$ cat src/rtl/core/plto_pkg.sv
// Types and constants shared by the task order unit modules.
package plto_pkg;

    localparam int MAX_TASKS   = 64;
    localparam int IDX_W       = $clog2(MAX_TASKS);
    localparam int CNT_W       = IDX_W + 1;
    localparam int KEY_W       = 11 + IDX_W;
    localparam logic [10:0] MIN_PER_HOUR = 11'd60;

    typedef struct packed {
        logic [7:0] task_id;
        logic [4:0] start_hour;
        logic [5:0] start_minute;
        logic [9:0] duration;
        logic       last_task;
    } task_in_t;

    typedef struct packed {
        logic [7:0] done_id;
        logic       last_done;
        logic       overflow;
    } task_out_t;

    typedef struct packed {
        logic [7:0]  id;
        logic [10:0] start;
        logic [9:0]  len;
    } task_rec_t;

    typedef struct packed {
        logic [7:0] id;
        logic [9:0] rem;
    } stack_rec_t;

    typedef enum logic [3:0] {
        ST_IDLE, ST_SCAN_INIT, ST_SCAN_RD, ST_SCAN_CMP, ST_FETCH_RD, ST_FETCH_LD,
        ST_DECIDE, ST_POP_RD, ST_POP_CHK, ST_ADVANCE, ST_FINAL, ST_DRAIN_RD,
        ST_DRAIN_EM
    } state_t;

    typedef enum logic [3:0] {
        OP_IDLE, OP_LOAD, OP_SCAN_INIT, OP_SCAN_RD, OP_SCAN_CMP, OP_FETCH_RD,
        OP_FETCH_LD, OP_DECIDE, OP_POP_RD, OP_POP_CHK, OP_ADVANCE, OP_FINAL,
        OP_DRAIN_RD, OP_DRAIN_EM
    } dp_op_t;

    typedef struct packed {
        logic first;
        logic cnt_one;
        logic scan_end;
        logic adv_done;
        logic fin_eq;
        logic fin_gt;
        logic tf_eq;
        logic tf_gt;
        logic sp_zero;
        logic sp_one;
    } dp_status_t;

endpackage

$ cat src/rtl/core/plto_ram.sv
// Generic single write port RAM with registered read.
module plto_ram #(
    parameter int WIDTH = 8,
    parameter int DEPTH = 64
) (
    input  logic                     clk,
    input  logic                     we,
    input  logic [$clog2(DEPTH)-1:0] waddr,
    input  logic [WIDTH-1:0]         wdata,
    input  logic [$clog2(DEPTH)-1:0] raddr,
    output logic [WIDTH-1:0]         rdata
);
    logic [WIDTH-1:0] mem [DEPTH];

    // Write and read on the clock
    always_ff @(posedge clk)
    begin
        if (we)
        begin
            mem[waddr] <= wdata;
        end
        rdata <= mem[raddr];
    end
endmodule

$ cat src/rtl/core/plto_ctrl.sv
// Controller state machine for the task order unit.
module plto_ctrl (
    input  logic                   clk,
    input  logic                   rst_n,
    input  logic                   start,
    input  logic                   last_task,
    input  plto_pkg::dp_status_t   status,
    output plto_pkg::dp_op_t       op,
    output logic                   busy
);
    import plto_pkg::*;

    state_t state_reg, state_next;

    // Hold the state
    always_ff @(posedge clk or negedge rst_n)
    begin
        if (!rst_n)
        begin
            state_reg <= ST_IDLE;
        end
        else
        begin
            state_reg <= state_next;
        end
    end

    // Advance the state
    always_comb
    begin
        state_next = state_reg;
        unique case (state_reg)
            ST_IDLE:      if (start && last_task) state_next = ST_SCAN_INIT;
            ST_SCAN_INIT: state_next = ST_SCAN_RD;
            ST_SCAN_RD:   state_next = ST_SCAN_CMP;
            ST_SCAN_CMP:  state_next = status.scan_end ? ST_FETCH_RD : ST_SCAN_RD;
            ST_FETCH_RD:  state_next = ST_FETCH_LD;
            ST_FETCH_LD:
            begin
                if (status.first)
                begin
                    state_next = status.cnt_one ? ST_FINAL : ST_SCAN_INIT;
                end
                else
                begin
                    state_next = ST_DECIDE;
                end
            end
            ST_DECIDE:
            begin
                if (!status.fin_eq && !status.fin_gt && !status.sp_zero)
                begin
                    state_next = ST_POP_RD;
                end
                else
                begin
                    state_next = ST_ADVANCE;
                end
            end
            ST_POP_RD:    state_next = ST_POP_CHK;
            ST_POP_CHK:
            begin
                if (status.tf_eq || status.tf_gt || status.sp_one)
                begin
                    state_next = ST_ADVANCE;
                end
                else
                begin
                    state_next = ST_POP_RD;
                end
            end
            ST_ADVANCE:   state_next = status.adv_done ? ST_FINAL : ST_SCAN_INIT;
            ST_FINAL:     state_next = status.sp_zero ? ST_IDLE : ST_DRAIN_RD;
            ST_DRAIN_RD:  state_next = ST_DRAIN_EM;
            ST_DRAIN_EM:  state_next = status.sp_one ? ST_IDLE : ST_DRAIN_RD;
            default:      state_next = ST_IDLE;
        endcase
    end

    // Drive datapath commands
    always_comb
    begin
        busy = (state_reg != ST_IDLE);
        unique case (state_reg)
            ST_IDLE:      op = start ? OP_LOAD : OP_IDLE;
            ST_SCAN_INIT: op = OP_SCAN_INIT;
            ST_SCAN_RD:   op = OP_SCAN_RD;
            ST_SCAN_CMP:  op = OP_SCAN_CMP;
            ST_FETCH_RD:  op = OP_FETCH_RD;
            ST_FETCH_LD:  op = OP_FETCH_LD;
            ST_DECIDE:    op = OP_DECIDE;
            ST_POP_RD:    op = OP_POP_RD;
            ST_POP_CHK:   op = OP_POP_CHK;
            ST_ADVANCE:   op = OP_ADVANCE;
            ST_FINAL:     op = OP_FINAL;
            ST_DRAIN_RD:  op = OP_DRAIN_RD;
            ST_DRAIN_EM:  op = OP_DRAIN_EM;
            default:      op = OP_IDLE;
        endcase
    end
endmodule

$ cat src/rtl/core/plto_dp.sv
// Datapath of the task order unit: task store, scan, run simulation, stack.
module plto_dp (
    input  logic                   clk,
    input  logic                   rst_n,
    input  plto_pkg::dp_op_t       op,
    input  plto_pkg::task_in_t     item,
    output plto_pkg::dp_status_t   status,
    output logic                   result_valid,
    output plto_pkg::task_out_t    result
);
    import plto_pkg::*;

    logic [CNT_W-1:0] cnt_reg, cnt_next;
    logic             ovf_reg, ovf_next;
    logic [CNT_W-1:0] k_reg, k_next;
    logic [CNT_W-1:0] step_reg, step_next;
    logic [CNT_W-1:0] sp_reg, sp_next;
    logic             first_reg, first_next;
    logic             have_best_reg, have_best_next;
    logic [KEY_W-1:0] best_key_reg, best_key_next;
    logic [KEY_W-1:0] prev_key_reg, prev_key_next;
    task_rec_t        cur_reg, cur_next;
    task_rec_t        nxt_reg, nxt_next;
    logic [11:0]      t_reg, t_next;
    logic             vld_reg, vld_next;
    task_out_t        out_reg, out_next;

    logic             task_we;
    task_rec_t        task_wdata;
    logic [IDX_W-1:0] task_raddr;
    task_rec_t        task_rdata;
    logic             stk_we;
    logic [IDX_W-1:0] stk_waddr;
    stack_rec_t       stk_wdata;
    logic [IDX_W-1:0] stk_raddr;
    stack_rec_t       stk_rdata;

    logic [KEY_W-1:0] cand_key;
    logic             better;
    logic [11:0]      fin;
    logic [11:0]      ns;
    logic [11:0]      tf;
    logic [11:0]      push_rem;
    logic [11:0]      pop_rem;
    logic [CNT_W-1:0] sp_dec;
    logic [10:0]      start_min;

    plto_ram #(.WIDTH($bits(task_rec_t)), .DEPTH(MAX_TASKS)) u_task_ram (
        .clk   (clk),
        .we    (task_we),
        .waddr (cnt_reg[IDX_W-1:0]),
        .wdata (task_wdata),
        .raddr (task_raddr),
        .rdata (task_rdata)
    );

    plto_ram #(.WIDTH($bits(stack_rec_t)), .DEPTH(MAX_TASKS)) u_stack_ram (
        .clk   (clk),
        .we    (stk_we),
        .waddr (stk_waddr),
        .wdata (stk_wdata),
        .raddr (stk_raddr),
        .rdata (stk_rdata)
    );

    // Compute keys, times and comparisons
    always_comb
    begin
        start_min  = 11'({6'd0, item.start_hour} * MIN_PER_HOUR) + {5'd0, item.start_minute};
        cand_key   = {task_rdata.start, k_reg[IDX_W-1:0]};
        better     = (first_reg || (cand_key > prev_key_reg))
                     && (!have_best_reg || (cand_key < best_key_reg));
        fin        = {1'b0, cur_reg.start} + {2'd0, cur_reg.len};
        ns         = {1'b0, nxt_reg.start};
        tf         = t_reg + {2'd0, stk_rdata.rem};
        push_rem   = {2'd0, cur_reg.len} - (ns - {1'b0, cur_reg.start});
        pop_rem    = {2'd0, stk_rdata.rem} - (ns - t_reg);
        sp_dec     = sp_reg - CNT_W'(1);
        task_raddr = (op == OP_FETCH_RD) ? best_key_reg[IDX_W-1:0] : k_reg[IDX_W-1:0];
        stk_raddr  = sp_dec[IDX_W-1:0];
        task_wdata = '{id: item.task_id, start: start_min, len: item.duration};

        status.first    = first_reg;
        status.cnt_one  = (cnt_reg == CNT_W'(1));
        status.scan_end = (k_reg == cnt_reg - CNT_W'(1));
        status.adv_done = (step_reg + CNT_W'(1) == cnt_reg - CNT_W'(1));
        status.fin_eq   = (fin == ns);
        status.fin_gt   = (fin > ns);
        status.tf_eq    = (tf == ns);
        status.tf_gt    = (tf > ns);
        status.sp_zero  = (sp_reg == '0);
        status.sp_one   = (sp_reg == CNT_W'(1));
    end

    // Execute the datapath command
    always_comb
    begin
        cnt_next       = cnt_reg;
        ovf_next       = ovf_reg;
        k_next         = k_reg;
        step_next      = step_reg;
        sp_next        = sp_reg;
        first_next     = first_reg;
        have_best_next = have_best_reg;
        best_key_next  = best_key_reg;
        prev_key_next  = prev_key_reg;
        cur_next       = cur_reg;
        nxt_next       = nxt_reg;
        t_next         = t_reg;
        vld_next       = 1'b0;
        out_next       = out_reg;
        task_we        = 1'b0;
        stk_we         = 1'b0;
        stk_waddr      = sp_reg[IDX_W-1:0];
        stk_wdata      = '{id: cur_reg.id, rem: push_rem[9:0]};
        unique case (op)
            OP_IDLE: ;
            OP_LOAD:
            begin
                step_next  = '0;
                sp_next    = '0;
                first_next = 1'b1;
                if (cnt_reg < CNT_W'(MAX_TASKS))
                begin
                    task_we  = 1'b1;
                    cnt_next = cnt_reg + CNT_W'(1);
                end
                else
                begin
                    ovf_next = 1'b1;
                end
            end
            OP_SCAN_INIT:
            begin
                k_next         = '0;
                have_best_next = 1'b0;
            end
            OP_SCAN_RD: ;
            OP_SCAN_CMP:
            begin
                if (better)
                begin
                    best_key_next  = cand_key;
                    have_best_next = 1'b1;
                end
                k_next = k_reg + CNT_W'(1);
            end
            OP_FETCH_RD: ;
            OP_FETCH_LD:
            begin
                prev_key_next = best_key_reg;
                first_next    = 1'b0;
                if (first_reg)
                begin
                    cur_next = task_rdata;
                end
                else
                begin
                    nxt_next = task_rdata;
                end
            end
            OP_DECIDE:
            begin
                if (status.fin_gt)
                begin
                    // Preempt the running task
                    if (sp_reg < CNT_W'(MAX_TASKS))
                    begin
                        stk_we  = 1'b1;
                        sp_next = sp_reg + CNT_W'(1);
                    end
                end
                else
                begin
                    vld_next = 1'b1;
                    out_next = '{done_id: cur_reg.id, last_done: 1'b0, overflow: ovf_reg};
                    t_next   = fin;
                end
            end
            OP_POP_RD: ;
            OP_POP_CHK:
            begin
                if (status.tf_gt)
                begin
                    // Put the partly resumed task back with what is left
                    stk_we    = 1'b1;
                    stk_waddr = sp_dec[IDX_W-1:0];
                    stk_wdata = '{id: stk_rdata.id, rem: pop_rem[9:0]};
                end
                else
                begin
                    vld_next = 1'b1;
                    out_next = '{done_id: stk_rdata.id, last_done: 1'b0, overflow: ovf_reg};
                    sp_next  = sp_dec;
                    t_next   = tf;
                end
            end
            OP_ADVANCE:
            begin
                cur_next  = nxt_reg;
                step_next = step_reg + CNT_W'(1);
            end
            OP_FINAL:
            begin
                vld_next = 1'b1;
                out_next = '{done_id: cur_reg.id, last_done: status.sp_zero,
                             overflow: ovf_reg};
                if (status.sp_zero)
                begin
                    cnt_next = '0;
                    ovf_next = 1'b0;
                end
            end
            OP_DRAIN_RD: ;
            OP_DRAIN_EM:
            begin
                vld_next = 1'b1;
                out_next = '{done_id: stk_rdata.id, last_done: status.sp_one,
                             overflow: ovf_reg};
                sp_next  = sp_dec;
                if (status.sp_one)
                begin
                    cnt_next = '0;
                    ovf_next = 1'b0;
                end
            end
            default: ;
        endcase
    end

    // Hold control registers
    always_ff @(posedge clk or negedge rst_n)
    begin
        if (!rst_n)
        begin
            cnt_reg       <= '0;
            ovf_reg       <= 1'b0;
            k_reg         <= '0;
            step_reg      <= '0;
            sp_reg        <= '0;
            first_reg     <= 1'b0;
            have_best_reg <= 1'b0;
            vld_reg       <= 1'b0;
        end
        else
        begin
            cnt_reg       <= cnt_next;
            ovf_reg       <= ovf_next;
            k_reg         <= k_next;
            step_reg      <= step_next;
            sp_reg        <= sp_next;
            first_reg     <= first_next;
            have_best_reg <= have_best_next;
            vld_reg       <= vld_next;
        end
    end

    // Hold payload registers
    always_ff @(posedge clk)
    begin
        best_key_reg <= best_key_next;
        prev_key_reg <= prev_key_next;
        cur_reg      <= cur_next;
        nxt_reg      <= nxt_next;
        t_reg        <= t_next;
        out_reg      <= out_next;
    end

    assign result_valid = vld_reg;
    assign result       = out_reg;
endmodule

$ cat src/rtl/core/preemptive_lifo_task_order_unit.sv
// Top level of the preemptive LIFO-resume task order unit.
// Usage: present a task on item and raise start; the transaction is taken at a
// rising edge where start is high and busy is low. Tasks load one per cycle
// into a 64-entry task memory; loads beyond 64 are dropped and flag overflow.
// The transaction with item.last_task set starts the run and raises busy.
// The run finds each next task by start time with a scan of the task memory,
// a read and a compare per loaded task, then simulates preemption with a
// stack memory. Completed task ids come out on result, each held for one cycle
// with result_valid high; result.last_done marks the final id of the run.
// The receiver cannot stall; results are never held back.
// busy falls in the cycle of the last result; the next set can load at once.
// Reset clears the count, stack depth, overflow flag and the state machine.
module preemptive_lifo_task_order_unit (
    input  logic                 clk,
    input  logic                 rst_n,
    input  logic                 start,
    input  plto_pkg::task_in_t   item,
    output logic                 busy,
    output logic                 result_valid,
    output plto_pkg::task_out_t  result
);
    import plto_pkg::*;

    dp_op_t     op;
    dp_status_t status;

    plto_ctrl u_ctrl (
        .clk       (clk),
        .rst_n     (rst_n),
        .start     (start),
        .last_task (item.last_task),
        .status    (status),
        .op        (op),
        .busy      (busy)
    );

    plto_dp u_dp (
        .clk          (clk),
        .rst_n        (rst_n),
        .op           (op),
        .item         (item),
        .status       (status),
        .result_valid (result_valid),
        .result       (result)
    );
endmodule

$ cat config.mk
export PLATFORM = sky130hd
export DESIGN_NAME = preemptive_lifo_task_order_unit
export DESIGN_NICKNAME = d
export VERILOG_FILES = /design/src/rtl/core/plto_pkg.sv /design/src/rtl/core/plto_ram.sv /design/src/rtl/core/plto_ctrl.sv /design/src/rtl/core/plto_dp.sv /design/src/rtl/core/preemptive_lifo_task_order_unit.sv
export SDC_FILE = /design/constraint.sdc
export NUM_CORES = 2
export LEC_CHECK = 0
export ABC_AREA = 1
export BUFFER_PORTS_ARGS = -buffer_cell sky130_fd_sc_hd__buf_2
export CORE_MARGIN = 1.5
export CORE_UTILIZATION = 30
export DETAILED_ROUTE_END_ITERATION = 10
export HOLD_SLACK_MARGIN = 0.12
export PLACE_DENSITY = 0.54
export SLEW_MARGIN = 20
export SYNTH_ARGS = -nofsm -noshare
export SYNTH_HDL_FRONTEND = slang
export SYNTH_SLANG_ARGS = --single-unit
$ cat constraint.sdc
create_clock -name clk -period 14.55 [get_ports clk]
set_input_delay 1.455 -clock clk [delete_from_list [all_inputs] [get_ports clk]]
set_output_delay 1.455 -clock clk [all_outputs]
set_load 0.01 [all_outputs]
==> results.json <==
{
  "fin_hold_ws_ps": 449.5,
  "htree_levels": 5,
  "grt_pass1_vias": 78530,
  "period_minus_slack_ps": 5858,
  "hp-class": "flop to flop",
  "fp-row-count": 241,
  "status": "finished clean",
  "synthFlopType": "edfxtp_1",
  "start_util_pct": 30.08,
  "setup_violations": 0,
  "post_cts_resized": 0,
  "numPortBuffers": 44,
  "hold_buffers": 0,
  "r2r_end": "u_dp.u_stack_ram.mem[23][6]$_DFFE_PP_",
  "fp.dieH_um": 659.9,
  "worst_slack_ps": 8692,
  "ios": 45,
  "hold_violations": 0,
  "gp_congestion": 0.8332,
  "rsz0062_at_grt": "false",
  "startpoint_type": "flop",
  "fmax_mhz": 170.7,
  "fin_area_um2": 147200,
  "synth_edf_count": 3122,
  "fin_util_pct": 34.20,
  "synthTopCellsByCount": "edfxtp_1, nor2_1, o21ai_0, o22ai_1, clkbuf_1",
  "synth_cells": 9807,
  "track_usage_pct": 17.38,
  "via_per_inst": 5.252,
  "yosysMostFrequentCell": "edfxtp_1",
  "worstPathMaxFanout": 48,
  "synth_area_um2": 129400,
  "slew-limit-headroom_pct": 21.70,
  "netlist_top_cells_area": "edfxtp_1, o21ai_0, nor2_1, o22ai_1, o221ai_1",
  "via_count": 82510,
  "min_to": "u_dp.prev_key_reg[16]$_DFFE_PP_",
  "regMostFlops": "u_dp.u_task_ram.mem",
  "syn_area_per_cell_um2": 13.20,
  "cp.arrival_ps": 6450,
  "synth_warnings": 0,
  "largest_registers": "u_dp.u_task_ram.mem: 1856 flops, u_dp.u_stack_ram.mem: 1152 flops",
  "largest_reg_flops": 1856,
  "criticalPathCategory": "flop to flop",
  "synth.top_cell.area_share_pct": 72.43,
  "area_growth_pct": 13.71,
  "cts_buffer_depth": 4,
  "drv_slew": 0,
  "dp_slack_ps": 8699,
  "die_area_um2": 435400,
  "r2r_slack_ps": 8690,
  "grt_max_degree": 217,
  "worstHoldStart": "u_dp.best_key_reg[16]$_DFFE_PP_",
  "vdd_drop_max_mv": 0.1866,
  "yosysTopAreaCell": "edfxtp_1",
  "ys_seq_area_share_pct": 73.85,
  "cts_root_buf": "clkbuf_16",
  "fillers": 41770,
  "grt_remaining_overflow": 0,
  "async_flop_share_pct": 1.123,
  "cts_setup_buffers": 0,
  "nets": 9923,
  "crit_path_end_kind": "flop",
  "antenna_found_initial": 15,
  "cts_tree": "done",
  "drc": 0,
  "routed_wirelength_um": 392100,
  "drtPass1Iterations": 6,
  "fin_skew_ps": 78.42,
  "ant_nets": 0,
  "critical_path.startpoint": "u_dp.t_reg[0]$_DFFE_PP_",
  "power.density_nw_per_um2": 201.3,
  "place_hpwl_um": 210200,
  "place_area_um2": 136900,
  "grt_pass1_wl_um": 563400,
  "synth-seq-cells": 3205,
  "r2r_cells": 21,
  "drv_cap": 0,
  "worst_slew_pin_slew_ps": 1175,
  "numCtsBuffers": 328,
  "leakage_nw": 46.64,
  "hold_depth": 0,
  "synth_nets": 9987,
  "yosys.cell_types.count": 60,
  "clk_latency_ps": 920,
  "post-route-period-util_pct": 40.26,
  "fin_tns_setup_ps": 0,
  "wl_per_cell_um": 24.96,
  "clk_pin_slew_worst_paths_ps": 60,
  "drive_gt1_share_pct": 9.423,
  "r2r-start": "u_dp.t_reg[0]$_DFFE_PP_",
  "cts_sinks": 3205,
  "drt-initial-drc-count": 9064,
  "critPathRequiredTime_ps": 15140,
  "coreArea_um2": 430300,
  "die_w_um": 659.9
}
[layout make-up]
| class | instances | area [um^2] | area share (%) |
|---|---|---|---|
| Inverter | 259 | 1026 | 0.6971 |
| Tap cell | 5710 | 7144 | 4.854 |
| Sequential cell | 3205 | 95600 | 64.95 |
| Antenna cell | 4 | 10.01 | 0.006801 |
| Clock buffer | 413 | 8775 | 5.962 |
| Timing Repair Buffer | 280 | 2125 | 1.443 |
| Multi-Input combinational cell | 5669 | 31100 | 21.13 |
| Clock inverter | 171 | 1406 | 0.9555 |
[placed cells by master, fill, tap and decap left out, drive strengths merged, types with 29 or more instances in the layout]
cell type / n
edfxtp: 3122
nor2: 1834
o21ai: 1728
o22ai: 494
clkbuf: 413
nand2: 360
o221ai: 302
nand3: 292
buf: 280
inv: 263
o211ai: 239
clkinv: 140
ha: 119
a21oi: 85
dfxtp: 47
xor2: 43
dfrtp: 36
nand4: 31
xnor2: 29
[cells by family (layout without fill, tap and decap cells)]
kind of cell             Yosys count  after routing  synth area share, %
AND/OR/NAND/NOR                 2544           2544                7.860
other                              0              4                    0
AO/OA/AOI/OAI                   2904           2904                13.20
XOR/XNOR                          72             72               0.4988
flip-flops                      3205           3205                73.85
buffers and inverters            933           1123                2.992
adder cells (fa/ha/maj)          147            147                1.583
multiplexers                       2              2              0.01547
[critical path, stage by stage (launching register included)]
cell      delay, ps
edfxtp_1        400
ha_1            230
fa_1            410
nand3_1          90
nand2_1         110
nand2_1          90
o211ai_1        150
nand2_1          90
nand2_1          50
a21oi_1         140
xor2_1          210
inv_1            70
ha_1            290
nand3_1         100
inv_1           100
nand4_1         100
nand2_2         260
nand3_4         460
inv_2           710
nand2_1         200
o22ai_4         450
buf_4           720
[power by group]
| part | switching (mW) | internal [mW] | leakage [nW] |
|---|---|---|---|
| Clock | 3.60 | 4.56 | 4.97 |
| Sequential | 0.267 | 11.0 | 28.9 |
| Combinational | 7.77 | 2.49 | 12.8 |
[metal layers]
metal / global-route usage, % / wire length [um]
met5: 0 / 0
met2: 28.39 / 184700
met1: 23.88 / 168100
met4: 6.048 / 14430
met3: 2.114 / 25000
[metrics by stage]
stage	cells	total power, mW
6_report	15710	29.63
5_1_grt	15710	30.88
4_1_cts	15710	29.75
3_5_place_dp	15120	21.64
3_3_place_gp	15120	21.62
2_1_floorplan	9807	17.35
[worst max path at each step]
stage | to | cells after the start
2_1_floorplan | u_dp.u_task_ram.mem[0][20]$_DFFE_PP_ | 13
3_3_place_gp | u_dp.u_stack_ram.mem[0][6]$_DFFE_PP_ | 21
3_5_place_dp | u_dp.u_task_ram.mem[43][20]$_DFFE_PP_ | 15
4_1_cts | u_dp.u_stack_ram.mem[22][6]$_DFFE_PP_ | 21
5_1_grt | u_dp.u_stack_ram.mem[23][6]$_DFFE_PP_ | 21
6_report | u_dp.u_stack_ram.mem[23][6]$_DFFE_PP_ | 21
No activity file was read; power rests on OpenSTA's default activity.
